`src/rtl/nibble_command_chunk_receiver_defines.svh`:
```
// Assertion macros shared by the nibble command chunk receiver RTL.
`ifndef NIBBLE_COMMAND_CHUNK_RECEIVER_DEFINES_SVH
`define NIBBLE_COMMAND_CHUNK_RECEIVER_DEFINES_SVH

`ifndef SYNTHESIS

// Same-cycle implication, checked out of reset.
`define NCR_ASSERT_IMPLIES(label, clk, rst_n, cond, expr) \
    label: assert property (@(posedge clk) disable iff (!rst_n) (cond) |-> (expr)) \
        else $error("implication check failed");

// Next-cycle implication, checked out of reset.
`define NCR_ASSERT_NEXT(label, clk, rst_n, cond, expr) \
    label: assert property (@(posedge clk) disable iff (!rst_n) (cond) |=> (expr)) \
        else $error("next-cycle check failed");

`else

`define NCR_ASSERT_IMPLIES(label, clk, rst_n, cond, expr)
`define NCR_ASSERT_NEXT(label, clk, rst_n, cond, expr)

`endif

`endif

```
`src/rtl/ncr_pkg.sv`:
```
// Types and constants of the nibble command chunk receiver.
`default_nettype none

package ncr_pkg;

    localparam int BYTE_W     = 8;
    localparam int NIBBLE_W   = 4;
    localparam int PORT_W     = 2;
    localparam int WORD_W     = 32;
    localparam int CFG_IDX_W  = 4;
    localparam int REG_COUNT  = 4;

    typedef logic [NIBBLE_W-1:0] cmd_t;

    localparam cmd_t CMD_REQUEST_IDS  = 4'd1;
    localparam cmd_t CMD_SET_PORT     = 4'd2;
    localparam cmd_t CMD_SET_ROW      = 4'd3;
    localparam cmd_t CMD_SET_CHUNK    = 4'd4;
    localparam cmd_t CMD_NIBBLE_FIRST = 4'd5;
    localparam cmd_t CMD_NIBBLE_LAST  = 4'd12;
    localparam cmd_t CMD_WRITE        = 4'd13;

    localparam logic KIND_WRITE = 1'b0;
    localparam logic KIND_REPLY = 1'b1;

    // Latched target of a chunk write.
    typedef struct packed {
        logic [PORT_W-1:0]   port;
        logic [NIBBLE_W-1:0] row;
        logic [NIBBLE_W-1:0] chunk;
        logic [WORD_W-1:0]   word;
    } target_t;

    // One result transaction.
    typedef struct packed {
        logic                kind;
        logic [PORT_W-1:0]   write_port;
        logic [NIBBLE_W-1:0] write_row;
        logic [NIBBLE_W-1:0] write_chunk;
        logic [WORD_W-1:0]   write_word;
        logic [BYTE_W-1:0]   reply_byte;
        logic                last;
    } result_t;

endpackage

`default_nettype wire

```
`src/rtl/ncr_target.sv`:
```
// Latches for port, row, chunk index and the assembled chunk word.
`default_nettype none

module ncr_target
    import ncr_pkg::*;
#(
    parameter int CHUNK_NIBBLES = 8
) (
    input  wire logic              clk,
    input  wire logic              rst_n,
    input  wire logic              upd,
    input  wire logic [BYTE_W-1:0] cmd_byte,
    output target_t                target
);

    localparam int STORE_W = CHUNK_NIBBLES * NIBBLE_W;

    logic [PORT_W-1:0]   port_reg,  port_next;
    logic [NIBBLE_W-1:0] row_reg,   row_next;
    logic [NIBBLE_W-1:0] chunk_reg, chunk_next;
    logic [STORE_W-1:0]  word_reg,  word_next;

    cmd_t                cmd;
    logic [NIBBLE_W-1:0] opnd;
    logic [NIBBLE_W-1:0] nib_idx;

    assign cmd     = cmd_byte[BYTE_W-1:NIBBLE_W];
    assign opnd    = cmd_byte[NIBBLE_W-1:0];
    assign nib_idx = cmd - CMD_NIBBLE_FIRST;

    always_comb
    begin
        port_next  = port_reg;
        row_next   = row_reg;
        chunk_next = chunk_reg;
        word_next  = word_reg;
        if (upd)
        begin
            unique case (cmd) inside
                CMD_SET_PORT:  port_next  = opnd[PORT_W-1:0];
                CMD_SET_ROW:   row_next   = opnd;
                CMD_SET_CHUNK: chunk_next = opnd;
                [CMD_NIBBLE_FIRST:CMD_NIBBLE_LAST]:
                begin
                    // nibbles past the stored width are dropped
                    for (int i = 0; i < CHUNK_NIBBLES; i++)
                    begin
                        if (nib_idx == NIBBLE_W'(i))
                        begin
                            word_next[i*NIBBLE_W +: NIBBLE_W] = opnd;
                        end
                    end
                end
                default: ;
            endcase
        end
    end

    always_ff @(posedge clk or negedge rst_n)
    begin
        if (!rst_n)
        begin
            port_reg  <= '0;
            row_reg   <= '0;
            chunk_reg <= '0;
            word_reg  <= '0;
        end
        else
        begin
            port_reg  <= port_next;
            row_reg   <= row_next;
            chunk_reg <= chunk_next;
            word_reg  <= word_next;
        end
    end

    assign target.port  = port_reg;
    assign target.row   = row_reg;
    assign target.chunk = chunk_reg;
    assign target.word  = WORD_W'(word_reg);

endmodule

`default_nettype wire
```
`config.mk`:
```
export PLATFORM = sky130hd
export DESIGN_NAME = ncr_target
export DESIGN_NICKNAME = d
export VERILOG_FILES = /design/src/rtl/nibble_command_chunk_receiver_defines.svh /design/src/rtl/ncr_pkg.sv /design/src/rtl/ncr_target.sv
export SDC_FILE = /design/constraint.sdc
export NUM_CORES = 1
export LEC_CHECK = 0
export ABC_AREA = 1
export BUFFER_PORTS_ARGS = -buffer_cell sky130_fd_sc_hd__buf_4
export CORE_MARGIN = 5
export CORE_UTILIZATION = 50
export CTS_CLUSTER_SIZE = 14
export DETAILED_ROUTE_END_ITERATION = 12
export PLACE_DENSITY = 0.77
export RECOVER_POWER = 25
export SETUP_SLACK_MARGIN = 0.3
export SLEW_MARGIN = 40
export SYNTH_ARGS = -nofsm -noshare
export SYNTH_HDL_FRONTEND = slang
export SYNTH_SLANG_ARGS = --single-unit
```
`constraint.sdc`:
```
create_clock -name clk -period 0.8 [get_ports clk]
set_input_delay 0 -clock clk [delete_from_list [all_inputs] [get_ports clk]]
set_output_delay 0 -clock clk [all_outputs]
set_load 0.1 [all_outputs]
```
==> results of run 1 <==
==> stage by stage <==
stage | instance area [µm²] | instances | hold slack (ns) | util
global placement | 2530 | 307 | -0.0291 | 0.701
floorplan | 1990 | 199 | -0.296 | -
detailed placement | 2530 | 307 | -0.0272 | 0.701
CTS | 3230 | 320 | 0.00798 | 0.897
==> Yosys cell counts <==
cell type | count | share of area
buf_4 | 1 | 0.0041
o21ai_0 | 16 | 0.044
nand2_2 | 3 | 0.010
dfrtp_1 | 42 | 0.57
nand2_4 | 3 | 0.018
nor2_2 | 4 | 0.014
o21ai_1 | 2 | 0.0055
nand2_1 | 74 | 0.15
nand3_2 | 1 | 0.0055
buf_6 | 2 | 0.012
nor2_1 | 2 | 0.0041
nand4_1 | 20 | 0.068
buf_2 | 3 | 0.0082
nor2_8 | 1 | 0.011
inv_2 | 3 | 0.0061
inv_1 | 10 | 0.020
o21ai_2 | 1 | 0.0048
nand4_4 | 1 | 0.012
nand3_1 | 10 | 0.027
==> cells by family after synthesis <==
family          count (synthesis)
compound gates                 19
buf+inv                        19
flops                          42
simple gates                  119
==> repair_timing <==
action,CTS
pin swaps,2
endpoints found under the setup margin,84
hold endpoints to repair,42
resized for setup,139
buffers inserted,4
hold buffers,1
==> summary.md, run 1 <==
| Metric | Value |
|---|---|
| Initial Utilization | `0.508` |
| Clock root buffer | `clkbuf_8` |
| Post-synthesis compound-gate area fraction | `0.0539` |
| Synth Net Count | `between 200 and 250` |
| Yosys reg bits | `between 40 and 50` |
| RePlAce Congestion | `approximately 0.86` |
| Synth Warn # | `0` |
| Num rows | `22` |
| IO Port Bufs | `52` |
| Synth cell types | `19` |
| Antenna violations before repair | `0` |
| Dpl hpwl | `about 3.4 mm` |
| Post-synthesis simple-gate area fraction | `0.322` |
| Adder-cell share of the synthesized area | `0` |
| Post-synthesis mux area share | `0` |
| Total I/O pin count | `53` |
| Syn Area/Cell | `9.21 µm²` |
| Sequential-to-total area share from yosys stat | `0.573` |
| Synth Cell Area | `~1800 µm²` |
| Worst ep type | `output port` |
| DIE HEIGHT | `70.5 µm` |
| Die Wd | `slightly above 70 µm` |
| Post-Synth XOR/XNOR Area | `0` |
| Last stage | `global routing` |
| H-tree depth | `2` |
| CTS Sinks | `42` |
| Error | `[ERROR DPL-0033] detailed placement checks failed during check placement.` |
| Status | `stopped before the end` |
| Largest family of logic cells by synthesized area | `simple AND/OR/NAND/NOR gates` |
| Worst_ep grt | `target[1]` |
| Bufs on Longest Clock Path | `2` |
| Post-synthesis instance total | `about 200` |
| Largest net degree at the start of global routing | `between 40 and 50` |
| Dpl ws | `-0.225 ns` |
| CTS Buf Count | `5` |
==> inputs of run 2 (changes only) <==
--- a/config.mk
+++ b/config.mk
@@ -8,12 +8,10 @@
 export ABC_AREA = 1
 export BUFFER_PORTS_ARGS = -buffer_cell sky130_fd_sc_hd__buf_4
 export CORE_MARGIN = 5
-export CORE_UTILIZATION = 50
-export CTS_CLUSTER_SIZE = 14
+export CORE_UTILIZATION = 35
 export DETAILED_ROUTE_END_ITERATION = 12
-export PLACE_DENSITY = 0.77
+export PLACE_DENSITY_LB_ADDON = 0.15
 export RECOVER_POWER = 25
-export SETUP_SLACK_MARGIN = 0.3
 export SLEW_MARGIN = 40
 export SYNTH_ARGS = -nofsm -noshare
 export SYNTH_HDL_FRONTEND = slang
==> summary.md, run 2 <==
| Metric | Value |
|---|---|
| Vias | `1632` |
| DIE HEIGHT | `roughly 82 µm` |
| Total GRT Usage | `0.168` |
| First-pass GRT wire length | `about 8.4 mm` |
| Worst setup SP type | `register` |
| Number of synthesized flops with an enable pin | `0` |
| Die ar. | `roughly 6800 µm²` |
| CP arrival | `0.98 ns` |
| Fmax | `1020 MHz` |
| # DRC | `0` |
| Initial Utilization | `0.359` |
| Post-synth top area cell | `dfrtp_1` |
| Synth cell types | `19` |
| Fillers | `between 400 and 500` |
| Dpl ws | `-0.234 ns` |
| Req. time, crit path | `roughly 0.80 ns` |
| Sequential-to-total area share from yosys stat | `0.573` |
| CTS Sinks | `between 40 and 50` |
| Max Cap Viol | `0` |
| Synth top area share | `0.573` |
| Drt total wl | `a little over 5 mm` |
| Die Wd | `82.4 µm` |
| Post-Route Setup TNS | `-6.98 ns` |
| IO Port Bufs | `52` |
| DP Area | `2590 µm²` |
| Num rows | `26` |
| Number of flip-flops in the largest register | `32` |
| Final setup vio count | `between 40 and 50` |
| Area grow syn2layout | `77.1%` |
| Setup WS post-layout | `-0.181 ns` |
| Critical path fanouts, max | `2` |
| R2R setup slack | `0 ns` |
| Clock root buffer | `clkbuf_8` |
| Slew HR | `0.740` |
| Syn Area/Cell | `a little over 9 µm²` |
| Via count of the first global-routing pass | `1692` |
| Share of cells above drive strength 1 | `0.509` |
| Clock share of power | `0.151` |
| Slowest CP cell | `dfrtp_4` |
| Most common cell in the synthesized netlist | `nand2_1` |
| Wire per inst | `15.2 µm` |
| N_diodes | `0` |
| Detail Route Antenna Nets | `0` |
| Yosys reg bits | `between 40 and 50` |
| DR vias/cell | `between 4 and 5` |
| Comb power frac | `0.543` |
| Drt pass-1 iters | `4` |
| Ys async rst share | `1.00` |
| Largest net degree at the start of global routing | `between 40 and 50` |
| Peak VDD IR | `0.00174 V` |
| NetSw | `roughly 5.2 mW` |
| Antenna violations before repair | `0` |
| RSZ-0062 raised after global routing | `yes` |
| Leakage power | `approximately 1.5 nW` |
| Commonest non-fill, non-tap cells in the layout | `nand2_1 (72), buf_12 (45), dfrtp_4 (42)` |
| CTS tree | `built` |
| Worst hold start | `cmd_byte[0]` |
| Bufs on Longest Clock Path | `2` |
| CTS Buf Count | `5` |
| Hold Path Class | `in -> reg` |
| Final Cycle Share | `1.23` |
| Final setup skew | `0 ns` |
| Most common cell after layout, fill and taps aside | `nand2_1` |
| RR Endpoint | `word_reg[19]` |
| Status | `finished, violations left` |
| Nets | `281` |
| Worst skew pair latency | `approximately 0.30 ns` |
| Clock Pin Slew Worst Setup and Hold Paths | `0.09 ns` |
| Reg-to-Reg Start | `word_reg[19]` |
| Part of the power in registers | `0.306` |
| Violated checks | `setup timing` |
| RePlAce Congestion | `~0.76` |
| Initial DRC Count | `about 60` |
| Worst reg2reg path depth | `3` |
| Main synth FF type | `dfrtp_1` |
| Total gr overflow | `0` |
| Hold Path Depth | `3` |
| Critical path's largest stage delay | `~0.51 ns` |
| Commonest cells post-synth | `nand2_1 (74), dfrtp_1 (42), nand4_1 (20), o21ai_0 (16)` |
| Cell Int Power | `between 5 and 6 mW` |
| Area contributors post-synth | `dfrtp_1 (57%), nand2_1 (15%), nand4_1 (6.8%)` |
| Post-synthesis instance total | `199` |
| Bufs and invs on worst path | `1` |
| Delay-heaviest family, CP | `flip-flops` |
| Design Area, Final | `between 3000 and 4000 µm²` |
| Synth Warn # | `0` |
| Fin. max-slew vios | `0` |
| Synth Cell Area | `roughly 1800 µm²` |
| Slew @ Worst Pin | `about 0.39 ns` |
| Sw Ratio | `0.475` |
| Core Area | `between 5000 and 6000 µm²` |
| Post-layout min period | `0.981 ns` |
| Worst setup path category | `reg -> out` |
| PwrDens | `~3400 nW/µm²` |
| Critical-path cell list | `buf_12` |
| Hold slack | `0.0164 ns` |
| Synth Net Count | `210` |
| Total I/O pin count | `53` |
| Dpl hpwl | `3.51 mm` |
| H-tree depth | `2` |
| Hold Violations, Final | `0` |
| CP endpoint kind | `primary output` |
| Hold EP | `word_reg[24]` |
-- run 2: cell counts after synthesis --
No cell type changed its count.
-- run 2: per-stage QoR --
stage                     power, mW  instances  utilization
after global routing           11.4        341        0.635
after detailed placement       7.96        331        0.508
final                          11.0        341        0.635
after floorplan                6.88        199            -
after CTS                      11.0        340        0.634
after global placement         7.91        331        0.508
-- run 2: kinds of logic after synthesis --
logic type,count (synthesis),synth area share
simple gates,119,0.322
buf+inv,19,0.0512
flops,42,0.573
compound gates,19,0.0539
-- run 2: how the worst max path moves through the flow --
stage                             from      endpoint  slack [ns]  cells after the start
after global routing      word_reg[28]    target[28]       -0.21                      1
after detailed placement   cmd_byte[5]   word_reg[3]       -0.23                      7
final                     word_reg[30]    target[30]       -0.18                      1
after CTS                 word_reg[22]    target[22]       -0.19                      1
after global placement     cmd_byte[5]   word_reg[0]       -0.20                      7
after floorplan           word_reg[12]  word_reg[12]       -0.07                      2
-- run 2: area by class of cell --
cell class	instances	area [µm²]	share of cell area
sequential	42	1210	0.372
timing repair buffer	70	1100	0.338
multi-input combinational	138	693	0.214
tap	70	87.6	0.0270
clock buffer	5	68.8	0.0212
inverter	13	48.8	0.0150
clock inverter	3	40.0	0.0123
-- run 2: repair_timing --
item	4_1_cts	5_1_grt
resized for setup	126	3
hold endpoints to repair	42	0
hold buffers	1	0
cloned	0	0
pin swaps	0	1
buffers inserted	0	1
endpoints found under the setup margin	42	47
-- run 2: power by group through the flow --
stage               clock network [mW]  logic, mW  registers, mW
floorplan                            0      0.469           6.41
global placement                     0       4.77           3.14
detailed placement                   0       4.82           3.14
CTS                               1.70       5.96           3.36
global route                      1.81       6.17           3.42
finish                            1.66       5.97           3.36
-- run 2: per-layer routing --
layer  global-route usage  part of all wire
met1                0.205              0.43
met2                0.285              0.52
met3               0.0477             0.038
met4               0.0548             0.011
met5                    0                 0
Power figures use the tool's default switching activity.
==> inputs of run 3 (changes only) <==
--- a/config.mk
+++ b/config.mk
@@ -16,3 +16,4 @@
 export SYNTH_ARGS = -nofsm -noshare
 export SYNTH_HDL_FRONTEND = slang
 export SYNTH_SLANG_ARGS = --single-unit
+export TNS_END_PERCENT = 10
==> summary.md, run 3 (same netlist as run 2, synthesis figures left out) <==
| Metric | Value |
|---|---|
| Total gr overflow | `0` |
| CTS Buf Count | `5` |
| DIE HEIGHT | `82.4 µm` |
| DP Area | `between 2000 and 3000 µm²` |
| CTS tree | `built` |
| Largest net degree at the start of global routing | `between 40 and 50` |
| Core Area | `around 5100 µm²` |
| Fmax | `roughly 1000 MHz` |
| Share of cells above drive strength 1 | `0.506` |
| Fillers | `a little over 400` |
| Commonest non-fill, non-tap cells in the layout | `nand2_1 (73), dfrtp_4 (42), buf_12 (42)` |
| Total GRT Usage | `0.162` |
| Post-Layout Cell Count | `roughly 340` |
| Critical path's largest stage delay | `0.50 ns` |
| # DRC | `0` |
| Peak VDD IR | `0.00159 V` |
| Leakage power | `roughly 1.5 nW` |
| Delay-heaviest family, CP | `flip-flops` |
| PwrDens | `3400 nW/µm²` |
| Hold slack | `0.00988 ns` |
| Inst Count DP | `332` |
| Clock Pin Slew Worst Setup and Hold Paths | `~0.080 ns` |
| Violated checks | `setup timing` |
| RSZ-0062 raised after global routing | `yes` |
| DR vias/cell | `around 4.8` |
| Die ar. | `just under 7000 µm²` |
| CTS Sinks | `42` |
| Critical-path cell list | `buf_12` |
| Final setup skew | `0 ns` |
| Final setup vio count | `42` |
| Die Wd | `approximately 82 µm` |
| H-tree depth | `2` |
| Max Cap Viol | `0` |
| Worst skew pair latency | `~0.3 ns` |
| Post-layout min period | `just under 1 ns` |
| Area grow syn2layout | `75.2%` |
| Worst setup SP type | `register` |
| Hold Path Class | `in -> reg` |
| CP endpoint kind | `primary output` |
| Detail Route Antenna Nets | `0` |
| Slowest CP cell | `dfrtp_4` |
| Post-CTS Setup Inserts | `0` |
| CP arrival | `between 0.9 and 1 ns` |
| Hold Violations, Final | `0` |
| Fin. max-slew vios | `0` |
| Via count of the first global-routing pass | `1660` |
| Bufs and invs on worst path | `1` |
| N_diodes | `0` |
| Nets | `281` |
| Initial Utilization | `0.359` |
| Dpl ws | `-0.251 ns` |
| First-pass GRT wire length | `8.10 mm` |
| Total power | `roughly 11 mW` |
| Bufs on Longest Clock Path | `2` |
| Drt pass-1 iters | `4` |
| Final Cycle Share | `1.22` |
| Setup WS post-layout | `-0.175 ns` |
| Drt total wl | `just under 5 mm` |
| Final core utilization | `0.629` |
| Design Area, Final | `3210 µm²` |
| RePlAce Congestion | `a little under 0.8` |
| Slew @ Worst Pin | `approximately 0.38 ns` |
| Most common cell after layout, fill and taps aside | `nand2_1` |
| Wire per inst | `about 15 µm` |
| IO Port Bufs | `52` |
| Req. time, crit path | `0.80 ns` |
| Num rows | `26` |
| Initial DRC Count | `62` |
| Clock root buffer | `clkbuf_8` |
| Dpl hpwl | `~3.4 mm` |
| Antenna violations before repair | `0` |
| Post-Route Setup TNS | `-6.95 ns` |
| Vias | `1642` |
| Slew HR | `0.744` |
| Critical path fanouts, max | `2` |
| Worst setup path category | `reg -> out` |
| Status | `finished, violations left` |
| Total I/O pin count | `53` |
| Number of flip-flops in the largest register | `32` |
[run 3: per-layer routing]
| metal | track usage | part of all wire | vias up |
|---|---|---|---|
| met5 | 0 | 0 | - |
| met3 | 0.0510 | 0.061 | 6 |
| met1 | 0.203 | 0.43 | 780 |
| li1 | - | - | 801 |
| met2 | 0.262 | 0.50 | 55 |
| met4 | 0.0615 | 0.014 | 0 |
[run 3: repair_timing]
item / in CTS / in global routing
endpoints found under the setup margin: 42 / 44
hold endpoints to repair: 42 / 0
hold buffers: 1 / 0
pin swaps: 0 / 1
gates resized for setup: 126 / 2
[run 3: final cells by class]
class,instances,area [µm²],area share
sequential,42,1210,0.376
timing repair buffer,70,1060,0.329
multi-input combinational,138,699,0.218
tap,70,87.6,0.0273
clock buffer,5,68.8,0.0214
inverter,13,48.8,0.0152
clock inverter,3,40.0,0.0125
[run 3: worst paths after layout]
path / start / end / slack, ns / cells past startpoint
worst max-delay path: row_reg[2] / target[38] / -0.18 / 1
worst min-delay path: cmd_byte[3] / word_reg[27] / 0.01 / 3
worst max register to register: word_reg[5] / word_reg[5] / 0.06 / 2
worst min register to register: word_reg[27] / word_reg[27] / 0.56 / 2
max in group asynchronous: rst_n / word_reg[5] / 0.20 / 3
min in group asynchronous: rst_n / chunk_reg[0] / 0.27 / 3
[run 3: report_power, final]
part / switching [mW] / total (mW) / leakage (nW) / internal (mW)
clock network: 0.728 / 1.65 / 0.0579 / 0.918
registers: 0.502 / 3.35 / 0.478 / 2.85
logic: 3.95 / 5.93 / 0.927 / 1.98
total: 5.18 / 10.9 / 1.46 / 5.75
